[config.mk]
export PLATFORM = sky130hd
export DESIGN_NAME = x10_rf_frame_serializer
export DESIGN_NICKNAME = d
export VERILOG_FILES = /design/src/rtl/x10rf_pkg.sv /design/src/rtl/x10rf_frame_build.sv /design/src/rtl/x10rf_shifter.sv /design/src/rtl/x10_rf_frame_serializer.sv
export SDC_FILE = /design/constraint.sdc
export NUM_CORES = 1
export LEC_CHECK = 0
export ABC_CLOCK_PERIOD_IN_PS = 4450
export BUFFER_PORTS_ARGS = -buffer_cell sky130_fd_sc_hd__buf_2
export CAP_MARGIN = 20
export CORE_MARGIN = 2
export CORE_UTILIZATION = 54
export DETAILED_ROUTE_END_ITERATION = 10
export PLACE_DENSITY = 0.85
export SYNTH_ARGS = -nofsm -noshare
export SYNTH_HDL_FRONTEND = slang
export SYNTH_SLANG_ARGS = --single-unit
[constraint.sdc]
create_clock -name clock -period 4.45 [get_ports clock]
set_input_delay 0.6675 -clock clock [delete_from_list [all_inputs] [get_ports clock]]
set_output_delay 0.6675 -clock clock [all_outputs]
set_load 0.02 [all_outputs]
[src/rtl/x10rf_pkg.sv]
`default_nettype none

package x10rf_pkg;

   // frame layout
   localparam int FRAME_BITS = 40;
   localparam int SYM_COUNT_W = 6;
   localparam logic [SYM_COUNT_W-1:0] SYM_LAST = 6'd41;

   localparam logic [7:0] HEADER_HI = 8'hD5;
   localparam logic [7:0] HEADER_LO = 8'hAA;
   localparam logic [7:0] FOOTER = 8'hAD;
   localparam logic [7:0] OFF_FLAG = 8'h20;
   localparam logic [7:0] HIGH_UNIT_FLAG = 8'h04;

   // register map and reset values
   localparam int CSR_ADDR_W = 3;
   localparam int HOLD_W = 24;
   localparam logic [HOLD_W-1:0] BIT_HOLD_RESET = 24'd50000;
   localparam logic [HOLD_W-1:0] READY_HOLD_RESET = 24'd1500000;

   typedef enum logic {
      CSR_BIT_HOLD = 1'b0,
      CSR_READY_HOLD = 1'b1
   } csr_index_type;

   typedef enum logic [2:0] {
      CMD_OFF = 3'd0,
      CMD_ON = 3'd1,
      CMD_DIM = 3'd2,
      CMD_BRIGHT = 3'd3,
      CMD_ALL_LIGHTS_ON = 3'd4,
      CMD_ALL_LIGHTS_OFF = 3'd5,
      CMD_ALL_UNITS_OFF = 3'd6,
      CMD_UNDEFINED = 3'd7
   } cmd_type;

   typedef enum logic [1:0] {
      KIND_READY = 2'd0,
      KIND_DATA = 2'd1,
      KIND_PAUSE = 2'd2
   } kind_type;

   typedef enum logic {
      SER_IDLE = 1'b0,
      SER_SEND = 1'b1
   } ser_state_type;

   // frame load request from the builder to the shifter
   typedef struct packed {
      logic go;
      logic [FRAME_BITS-1:0] frame;
   } load_type;

   function automatic logic [7:0] house_code(input logic [3:0] house);
      logic [7:0] code;
      case (house)
         4'd0: code = 8'h60;
         4'd1: code = 8'h70;
         4'd2: code = 8'h40;
         4'd3: code = 8'h50;
         4'd4: code = 8'h80;
         4'd5: code = 8'h90;
         4'd6: code = 8'hA0;
         4'd7: code = 8'hB0;
         4'd8: code = 8'hE0;
         4'd9: code = 8'hF0;
         4'd10: code = 8'hC0;
         4'd11: code = 8'hD0;
         4'd12: code = 8'h00;
         4'd13: code = 8'h10;
         4'd14: code = 8'h20;
         4'd15: code = 8'h30;
         default: code = 8'h00;
      endcase
      return code;
   endfunction

   function automatic logic [7:0] unit_code(input logic [2:0] unit);
      logic [7:0] code;
      case (unit)
         3'd0: code = 8'h00;
         3'd1: code = 8'h10;
         3'd2: code = 8'h08;
         3'd3: code = 8'h18;
         3'd4: code = 8'h40;
         3'd5: code = 8'h50;
         3'd6: code = 8'h48;
         3'd7: code = 8'h58;
         default: code = 8'h00;
      endcase
      return code;
   endfunction

   function automatic logic [7:0] fixed_code(input cmd_type cmd);
      logic [7:0] code;
      case (cmd)
         CMD_DIM: code = 8'h98;
         CMD_BRIGHT: code = 8'h88;
         CMD_ALL_LIGHTS_ON: code = 8'h90;
         CMD_ALL_LIGHTS_OFF: code = 8'hA0;
         CMD_ALL_UNITS_OFF: code = 8'h80;
         default: code = 8'h00;
      endcase
      return code;
   endfunction

endpackage

`default_nettype wire

[src/rtl/x10rf_frame_build.sv]
`default_nettype none

module x10rf_frame_build
   import x10rf_pkg::*;
(
   input wire logic take,
   input wire logic [3:0] house_index,
   input wire logic [4:0] unit_number,
   input wire logic [2:0] cmd,
   output load_type load
);

   logic [3:0] unit_idx;
   logic [7:0] house_byte;
   logic [7:0] cmd_byte;
   cmd_type cmd_code;

   // unit 1..16 maps to index 0..15, wrapping out-of-range values
   assign unit_idx = 4'(unit_number + 5'd15);
   assign cmd_code = cmd_type'(cmd);

   // assemble house and command bytes
   always_comb begin
      house_byte = house_code(house_index);
      cmd_byte = fixed_code(cmd_code);
      if (cmd_code == CMD_OFF || cmd_code == CMD_ON) begin
         if (unit_idx[3]) begin
            house_byte = house_byte | HIGH_UNIT_FLAG;
         end
         cmd_byte = unit_code(unit_idx[2:0]);
         if (cmd_code == CMD_OFF) begin
            cmd_byte = cmd_byte | OFF_FLAG;
         end
      end
   end

   // undefined command yields no frame
   assign load.go = take && (cmd_code != CMD_UNDEFINED);
   assign load.frame = {HEADER_HI, HEADER_LO, house_byte, cmd_byte, FOOTER};

endmodule

`default_nettype wire

[src/rtl/x10rf_shifter.sv]
`default_nettype none

module x10rf_shifter
   import x10rf_pkg::*;
(
   input wire logic clock,
   input wire logic reset,
   input wire load_type load,
   output logic idle,
   output logic rsp_valid,
   input wire logic rsp_ready,
   output logic [1:0] rsp_symbol_kind,
   output logic rsp_bit_value,
   output logic rsp_last_symbol
);

   ser_state_type state_ff, state_in;
   logic [FRAME_BITS-1:0] shift_ff, shift_in;
   logic [SYM_COUNT_W-1:0] count_ff, count_in;
   logic valid_ff, valid_in;
   logic [1:0] kind_ff, kind_in;
   logic bit_ff, bit_in;
   logic last_ff, last_in;
   logic slot_free;

   assign slot_free = !valid_ff || rsp_ready;

   // state and control registers
   always_ff @(posedge clock) begin
      if (reset) begin
         state_ff <= SER_IDLE;
         count_ff <= '0;
         valid_ff <= 1'b0;
      end else begin
         state_ff <= state_in;
         count_ff <= count_in;
         valid_ff <= valid_in;
      end
   end

   // payload registers
   always_ff @(posedge clock) begin
      shift_ff <= shift_in;
      kind_ff <= kind_in;
      bit_ff <= bit_in;
      last_ff <= last_in;
   end

   // sequence ready pulse, frame bits and closing pause
   always_comb begin
      state_in = state_ff;
      shift_in = shift_ff;
      count_in = count_ff;
      kind_in = kind_ff;
      bit_in = bit_ff;
      last_in = last_ff;
      valid_in = valid_ff && !rsp_ready;
      case (state_ff)
         SER_IDLE: begin
            if (load.go) begin
               shift_in = load.frame;
               count_in = '0;
               state_in = SER_SEND;
            end
         end
         SER_SEND: begin
            if (slot_free) begin
               valid_in = 1'b1;
               bit_in = 1'b0;
               last_in = 1'b0;
               if (count_ff == '0) begin
                  kind_in = KIND_READY;
               end else if (count_ff == SYM_LAST) begin
                  kind_in = KIND_PAUSE;
                  last_in = 1'b1;
                  state_in = SER_IDLE;
               end else begin
                  // send MSB first, advance one bit
                  kind_in = KIND_DATA;
                  bit_in = shift_ff[FRAME_BITS-1];
                  shift_in = {shift_ff[FRAME_BITS-2:0], 1'b0};
               end
               count_in = count_ff + 1'b1;
            end
         end
         default: begin
            state_in = SER_IDLE;
         end
      endcase
   end

   assign idle = (state_ff == SER_IDLE);
   assign rsp_valid = valid_ff;
   assign rsp_symbol_kind = kind_ff;
   assign rsp_bit_value = bit_ff;
   assign rsp_last_symbol = last_ff;

endmodule

`default_nettype wire

[src/rtl/x10_rf_frame_serializer.sv]
`default_nettype none

// RF command frame serializer for powerline home-control remote transmitters.
// Each accepted word (house index, unit, command) produces 42 output words:
// one ready pulse, the 40 frame bits MSB first (header D5 AA, house byte,
// command byte, footer AD) and a closing pause flagged by last_symbol.
// Command code 7 is accepted and dropped with no output. Output words leave
// one per cycle when the output is not stalled, from a 40-bit shift
// register; a command occupies the block, output stalls included, and the
// next request is taken once the closing pause has been registered. The
// two hold-time registers at byte addresses 0 and 4 are stored and read
// back for the downstream pin driver; they do not alter the output words.
module x10_rf_frame_serializer
   import x10rf_pkg::*;
(
   input wire logic clock,
   input wire logic reset,
   input wire logic req_valid,
   output logic req_ready,
   input wire logic [3:0] req_house_index,
   input wire logic [4:0] req_unit_number,
   input wire logic [2:0] req_cmd,
   output logic rsp_valid,
   input wire logic rsp_ready,
   output logic [1:0] rsp_symbol_kind,
   output logic rsp_bit_value,
   output logic rsp_last_symbol,
   input wire logic csr_psel,
   input wire logic csr_penable,
   input wire logic csr_pwrite,
   input wire logic [CSR_ADDR_W-1:0] csr_paddr,
   input wire logic [31:0] csr_pwdata,
   output logic [31:0] csr_prdata,
   output logic csr_pready
);

   logic [HOLD_W-1:0] bit_hold_ff, bit_hold_in;
   logic [HOLD_W-1:0] ready_hold_ff, ready_hold_in;
   logic csr_write;
   csr_index_type csr_idx;
   load_type load;
   logic idle;

   // register file
   assign csr_pready = 1'b1;
   assign csr_write = csr_psel && csr_penable && csr_pwrite;
   assign csr_idx = csr_index_type'(csr_paddr[2]);

   always_comb begin
      bit_hold_in = bit_hold_ff;
      ready_hold_in = ready_hold_ff;
      if (csr_write) begin
         case (csr_idx)
            CSR_BIT_HOLD: bit_hold_in = csr_pwdata[HOLD_W-1:0];
            CSR_READY_HOLD: ready_hold_in = csr_pwdata[HOLD_W-1:0];
            default: begin
               bit_hold_in = bit_hold_ff;
            end
         endcase
      end
   end

   always_ff @(posedge clock) begin
      if (reset) begin
         bit_hold_ff <= BIT_HOLD_RESET;
         ready_hold_ff <= READY_HOLD_RESET;
      end else begin
         bit_hold_ff <= bit_hold_in;
         ready_hold_ff <= ready_hold_in;
      end
   end

   // read back
   always_comb begin
      case (csr_idx)
         CSR_BIT_HOLD: csr_prdata = {8'd0, bit_hold_ff};
         CSR_READY_HOLD: csr_prdata = {8'd0, ready_hold_ff};
         default: csr_prdata = '0;
      endcase
   end

   assign req_ready = idle;

   x10rf_frame_build u_build (
      .take(req_valid && req_ready),
      .house_index(req_house_index),
      .unit_number(req_unit_number),
      .cmd(req_cmd),
      .load(load)
   );

   x10rf_shifter u_shifter (
      .clock(clock),
      .reset(reset),
      .load(load),
      .idle(idle),
      .rsp_valid(rsp_valid),
      .rsp_ready(rsp_ready),
      .rsp_symbol_kind(rsp_symbol_kind),
      .rsp_bit_value(rsp_bit_value),
      .rsp_last_symbol(rsp_last_symbol)
   );

endmodule

`default_nettype wire
* After elaboration in Yosys (flattened, before gate mapping)
Memory sizes are Yosys's and may differ from the RTL's.
Cells that the tools add are included.
Widths: inputs -> output; s select.
** Operators by class
- Add/subtract/negate cells :: 2
- Eq/ne operators :: 12
- Muxes and demuxes :: 23
- Bitwise gates (word level) :: 2
- Reduce and logical (&&, ||, !) cells :: 17
** Operator list (number)
- $mux 40 :: 4
- $pmux 40 s2 :: 1
- $pmux 32 s2 :: 1
- $pmux 8 s5 :: 1
- $mux 6 :: 3
- $pmux 6 s2 :: 1
- $eq 3x3->1 const B :: 3
- $mux 8 :: 1
- $reduce_and 2->1 :: 4
- $mux 1 :: 7
- $add 6x1->6 const B :: 1
- $eq 3x2->1 const B :: 2
- $eq 6x6->1 const B :: 1
- $logic_not 6->1 :: 1
- $mux 3 :: 2
- $ne 2x2->1 const B :: 3
- $logic_and 1x1->1 :: 5
- $add 4x4->4 const B :: 1
- $reduce_and 4->1 :: 1
- $eq 3x1->1 const B :: 1
- $logic_not 3->1 :: 1
- $ne 3x3->1 const B :: 1
- $logic_not 1->1 :: 2
- $logic_or 1x1->1 :: 2
- 5 further kinds :: 6
** Storage, ports and cells
- Register bits after elaboration :: 100
- Memory bits (read-only) :: 88
- Bits of input ports :: 54
- Output and inout bits :: 39
- Word-level logic and storage cells :: 67
- Memories kept :: 2
** Memory list
- (no name shown) :: depth 16, width 4, rd ports 1, clocked after Yosys merged registers in 0, write ports 0, RTL line x10rf_pkg.sv:57 : case (house)
- (no name shown) :: depth 8, width 3, rd ports 1, clocked after Yosys merged registers in 0, write ports 0, RTL line x10rf_pkg.sv:81 : case (unit)

* Logic depth before layout (Yosys ltp)
An unclocked memory read counts as a cell.
- Depth after elaboration :: 6
- Mapped depth :: 6
- Mapped depth without buffers :: 5

* Modules after synthesis
Synthesis repeated with hierarchy kept, for this count alone.
** Unflattened totals
- Cells, all modules :: 432
- Area total of the unflattened synthesis :: 5019.8 um^2
** By module, submodules not included
- x10_rf_frame_serializer :: instances 1, cells each 230, area an instance 2347.3 um^2, seq. area each 960.9 um^2
- x10rf_shifter :: instances 1, cells each 143, area an instance 2257.2 um^2, seq. area each 1451.4 um^2
- x10rf_frame_build :: instances 1, cells each 59, area an instance 415.4 um^2, seq. area each 0.0 um^2

* Worst setup path after synthesis
Ideal clock, no wire load.
- Path type :: input to register
- Start point :: input port req_cmd[0]
- End point :: register u_shifter.shift_ff[0], enable pin
- Setup time :: 0.448 ns
- Arrival time :: 2.940 ns
- Path slack :: 1.062 ns
- Stages on the path :: 3
- Cell sequence :: and3_1 clkbuf_1 o2bb2ai_1
** Between the ends
- Cells in the longest elaborated chain, start to end :: 4
** RTL lines
- start, declared :: RTL line x10_rf_frame_serializer.sv:22 : input wire logic [2:0] req_cmd,
- $ne 3x3->1 :: RTL line x10rf_frame_build.sv:38 : assign load.go = take && (cmd_code != CMD_UNDEFINED);
- $logic_and 1x1->1 :: RTL line x10rf_frame_build.sv:38
- $ne 2x1->1 (no line)
- $reduce_and 4->1 (no line)
- end signal, assigned :: RTL line x10rf_shifter.sv:43 : shift_ff <= shift_in;
- end, declared :: RTL line x10rf_shifter.sv:18 : logic [FRAME_BITS-1:0] shift_ff, shift_in;
No other way between the ends.
A chain may end at the register's enable or synchronous reset.

* Worst setup path after layout
- Start point :: input port csr_paddr[2]
- End point :: output port csr_prdata[1]
** Between the ends
- Cells in the longest elaborated chain, start to end :: 2
** RTL lines
- start, declared :: RTL line x10_rf_frame_serializer.sv:31 : input wire logic [CSR_ADDR_W-1:0] csr_paddr,
- $not 1->1 (no line)
- $pmux 32 s2 * :: RTL line x10_rf_frame_serializer.sv:75 : case (csr_idx)
- end, declared :: RTL line x10_rf_frame_serializer.sv:33 : output logic [31:0] csr_prdata,
Every way passes the cells marked *; elsewhere a longest branch is shown, timed or not. The select of a mux whose other input is x is not followed.

==> results.json <==
{
  "cp.required_ps": 3780,
  "synth-seq-cells": 99,
  "ctsRootBufferMaster": "clkbuf_8",
  "tightest_slew_ps": 972.4,
  "crit_path_end_kind": "output pin",
  "nets": 534,
  "post-route-period-util": 0.5494,
  "io_buffers": 72,
  "whs_ps": 460.0,
  "io_pins": 93,
  "slew_headroom": 0.3512,
  "layout_min_cycle_time_ps": 2445,
  "use_met3": 0.05882,
  "critPathMaxFanout": 28,
  "grt_pass1_wl_mm": 13.96,
  "drive_gt1_frac": 0.2536,
  "fp.dieArea_mm2": 0.008674,
  "final_cell_mix": "nand2_1 (105), buf_2 (72), dfxtp_1 (56), edfxtp_1 (43), a21oi_1 (39)",
  "rows": 32,
  "critPathKind": "in2out",
  "routedWlPerCell_um": 14.73,
  "final_cell_area_mm2": 0.004907,
  "vias": 3102,
  "rsz0062_at_grt": "false",
  "report.final.slew_viol_count": 0,
  "grt_max_degree": 56,
  "core_mm2": 0.007727,
  "gp_congestion": 0.8570,
  "setup_viol": 0,
  "worstPathArrival_ps": 1780,
  "cts_tree": "built",
  "synth_top_flop_cell": "dfxtp_1",
  "vias_per_cell": 5.321,
  "antenna_found_initial": 0,
  "postSynthAreaPerCell_um2": 10.22,
  "post_cts_buffers": 0,
  "wl_mm": 8.585,
  "start_util": 0.5552,
  "crit_chain": "buf_2, mux2_2, buf_2",
  "syn_inst": 420,
  "htree_num_levels": 3,
  "powerDensity_mw_per_mm2": 380.6,
  "skew_ps": 12.20,
  "clock_latency_ps": 360,
  "clock_sinks": 99,
  "grtUsageMet2": 0.3430,
  "met1_usage": 0.2526,
  "fp.dieW_um": 93.14,
  "maxCapViolations": 0,
  "yosys.cell_types.count": 42,
  "async_reset_ff_frac": 0,
  "cpPeakStageDelay_ps": 500,
  "cts_max_path_buffers": 2,
  "final.setup.tns_ps": 0,
  "cts_resized": 0,
  "ys_seq_area_frac": 0.5623,
  "max_freq_mhz": 409.0,
  "status": "complete, no violations",
  "crit_top_cell": "buf_2",
  "drc_errors": 0,
  "ir_drop_mv": 0.2040,
  "cp-start-kind": "input pin",
  "area_delta_synth_final_pct": 14.38,
  "final_common_cell": "nand2_1",
  "synth_edf_count": 43,
  "clk_pin_slew_worst_paths_ps": 90,
  "hold_viol_final": 0,
  "busiest_layer": "met2",
  "syn_area_mm2": 0.004290,
  "drt-initial-drc-count": 186,
  "ant_nets": 0,
  "grt_usage": 0.2057,
  "n_antenna_cell": 0,
  "cts_buffers": 9,
  "p_leak_uw": 0.001932,
  "first_pass_iters": 4,
  "die_h_um": 93.14,
  "cp_slowest_cell": "buf_2",
  "overflow": 0,
  "grt_pass1_vias": 3053,
  "hold_class": "reg2reg",
  "place_area_mm2": 0.004651,
  "yosysWarnings": 0,
  "ctsHoldBuffers": 0,
  "hpwl_mm": 5.545
}
cells by family (layout without fill, tap and decap cells):
logic type | Yosys count | count (layout) | share of synthesized area
muxes | 28 | 28 | 0.07262
xor gates and xnor gates | 5 | 5 | 0.01021
DFF | 99 | 99 | 0.5623
and+or+nand+nor | 179 | 179 | 0.2065
AOI/OAI and AO/OA | 59 | 59 | 0.07904
other | 2 | 9 | 0.001750
adders and majority gates | 4 | 4 | 0.01167
buffers and inverters | 44 | 98 | 0.05599
critical path: cells and delay by family:
family,cells,cell delay [ps]
mux,1,430
buf+inv,2,660
layout make-up:
type	instances	area [um^2]
Inverter	6	25.02
Clock buffer	11	173.9
Multi-Input combinational cell	284	1683
Sequential cell	99	2412
Timing Repair Buffer	76	422.9
Tap cell	102	127.6
Fill cell	595	2820
Clock inverter	5	62.56
power by group:
part | internal, uW | switching (uW)
clock network | 333 | 318
logic | 75.5 | 120
registers | 1000 | 16.1
total | 1410 | 455
sequential cells by signal (all words and copies together), names as in the netlist:
signal / flops
bit_hold_ff: 24
u_shifter.shift_ff: 40
ready_hold_ff: 24
u_shifter.count_ff: 6
u_shifter.rsp_symbol_kind: 2
u_shifter.rsp_bit_value: 1
u_shifter.rsp_valid: 1
u_shifter.state_ff: 1
cell usage after synthesis (4+ instances only):
| cell | count | area share |
|---|---|---|
| nor2_1 | 4 | 0.0035 |
| mux2_2 | 25 | 0.066 |
| buf_4 | 12 | 0.021 |
| clkbuf_1 | 14 | 0.012 |
| inv_1 | 5 | 0.0044 |
| edfxtp_1 | 43 | 0.30 |
| nand2b_1 | 15 | 0.022 |
| ha_1 | 4 | 0.012 |
| o31ai_1 | 6 | 0.010 |
| buf_2 | 9 | 0.010 |
| nand3b_1 | 16 | 0.028 |
| nand2_1 | 105 | 0.092 |
| nand3_1 | 4 | 0.0047 |
| and2_1 | 17 | 0.025 |
| xor2_1 | 4 | 0.0082 |
| dfxtp_1 | 56 | 0.26 |
| a21oi_1 | 39 | 0.045 |
| o21ai_0 | 6 | 0.0070 |
final timing paths:
check,start,endpoint,slack [ps],cells past startpoint
max,csr_paddr[2],csr_prdata[1],2010,3
min,bit_hold_ff[23],bit_hold_ff[23],460,2
max reg2reg,u_shifter.state_ff,u_shifter.shift_ff[23],2330,5
min reg2reg,bit_hold_ff[23],bit_hold_ff[23],460,2
through the flow:
step | instances | total power (uW) | utilization | setup slack [ps]
finish | 583 | 1868 | 0.6350 | 2005
global placement | 565 | 1222 | 0.5983 | 1807
floorplan | 427 | 1175 | - | 1062
detailed placement | 566 | 1233 | 0.6018 | 1961
global route | 583 | 1935 | 0.6350 | 1977
CTS | 582 | 1873 | 0.6324 | 2014
layer usage:
metal / share of wire / up-vias
met5: 0 / -
met4: 0.019 / 0
met3: 0.056 / 14
met2: 0.50 / 87
met1: 0.43 / 1479
li1: - / 1522
Power figures use the tool's default switching activity.
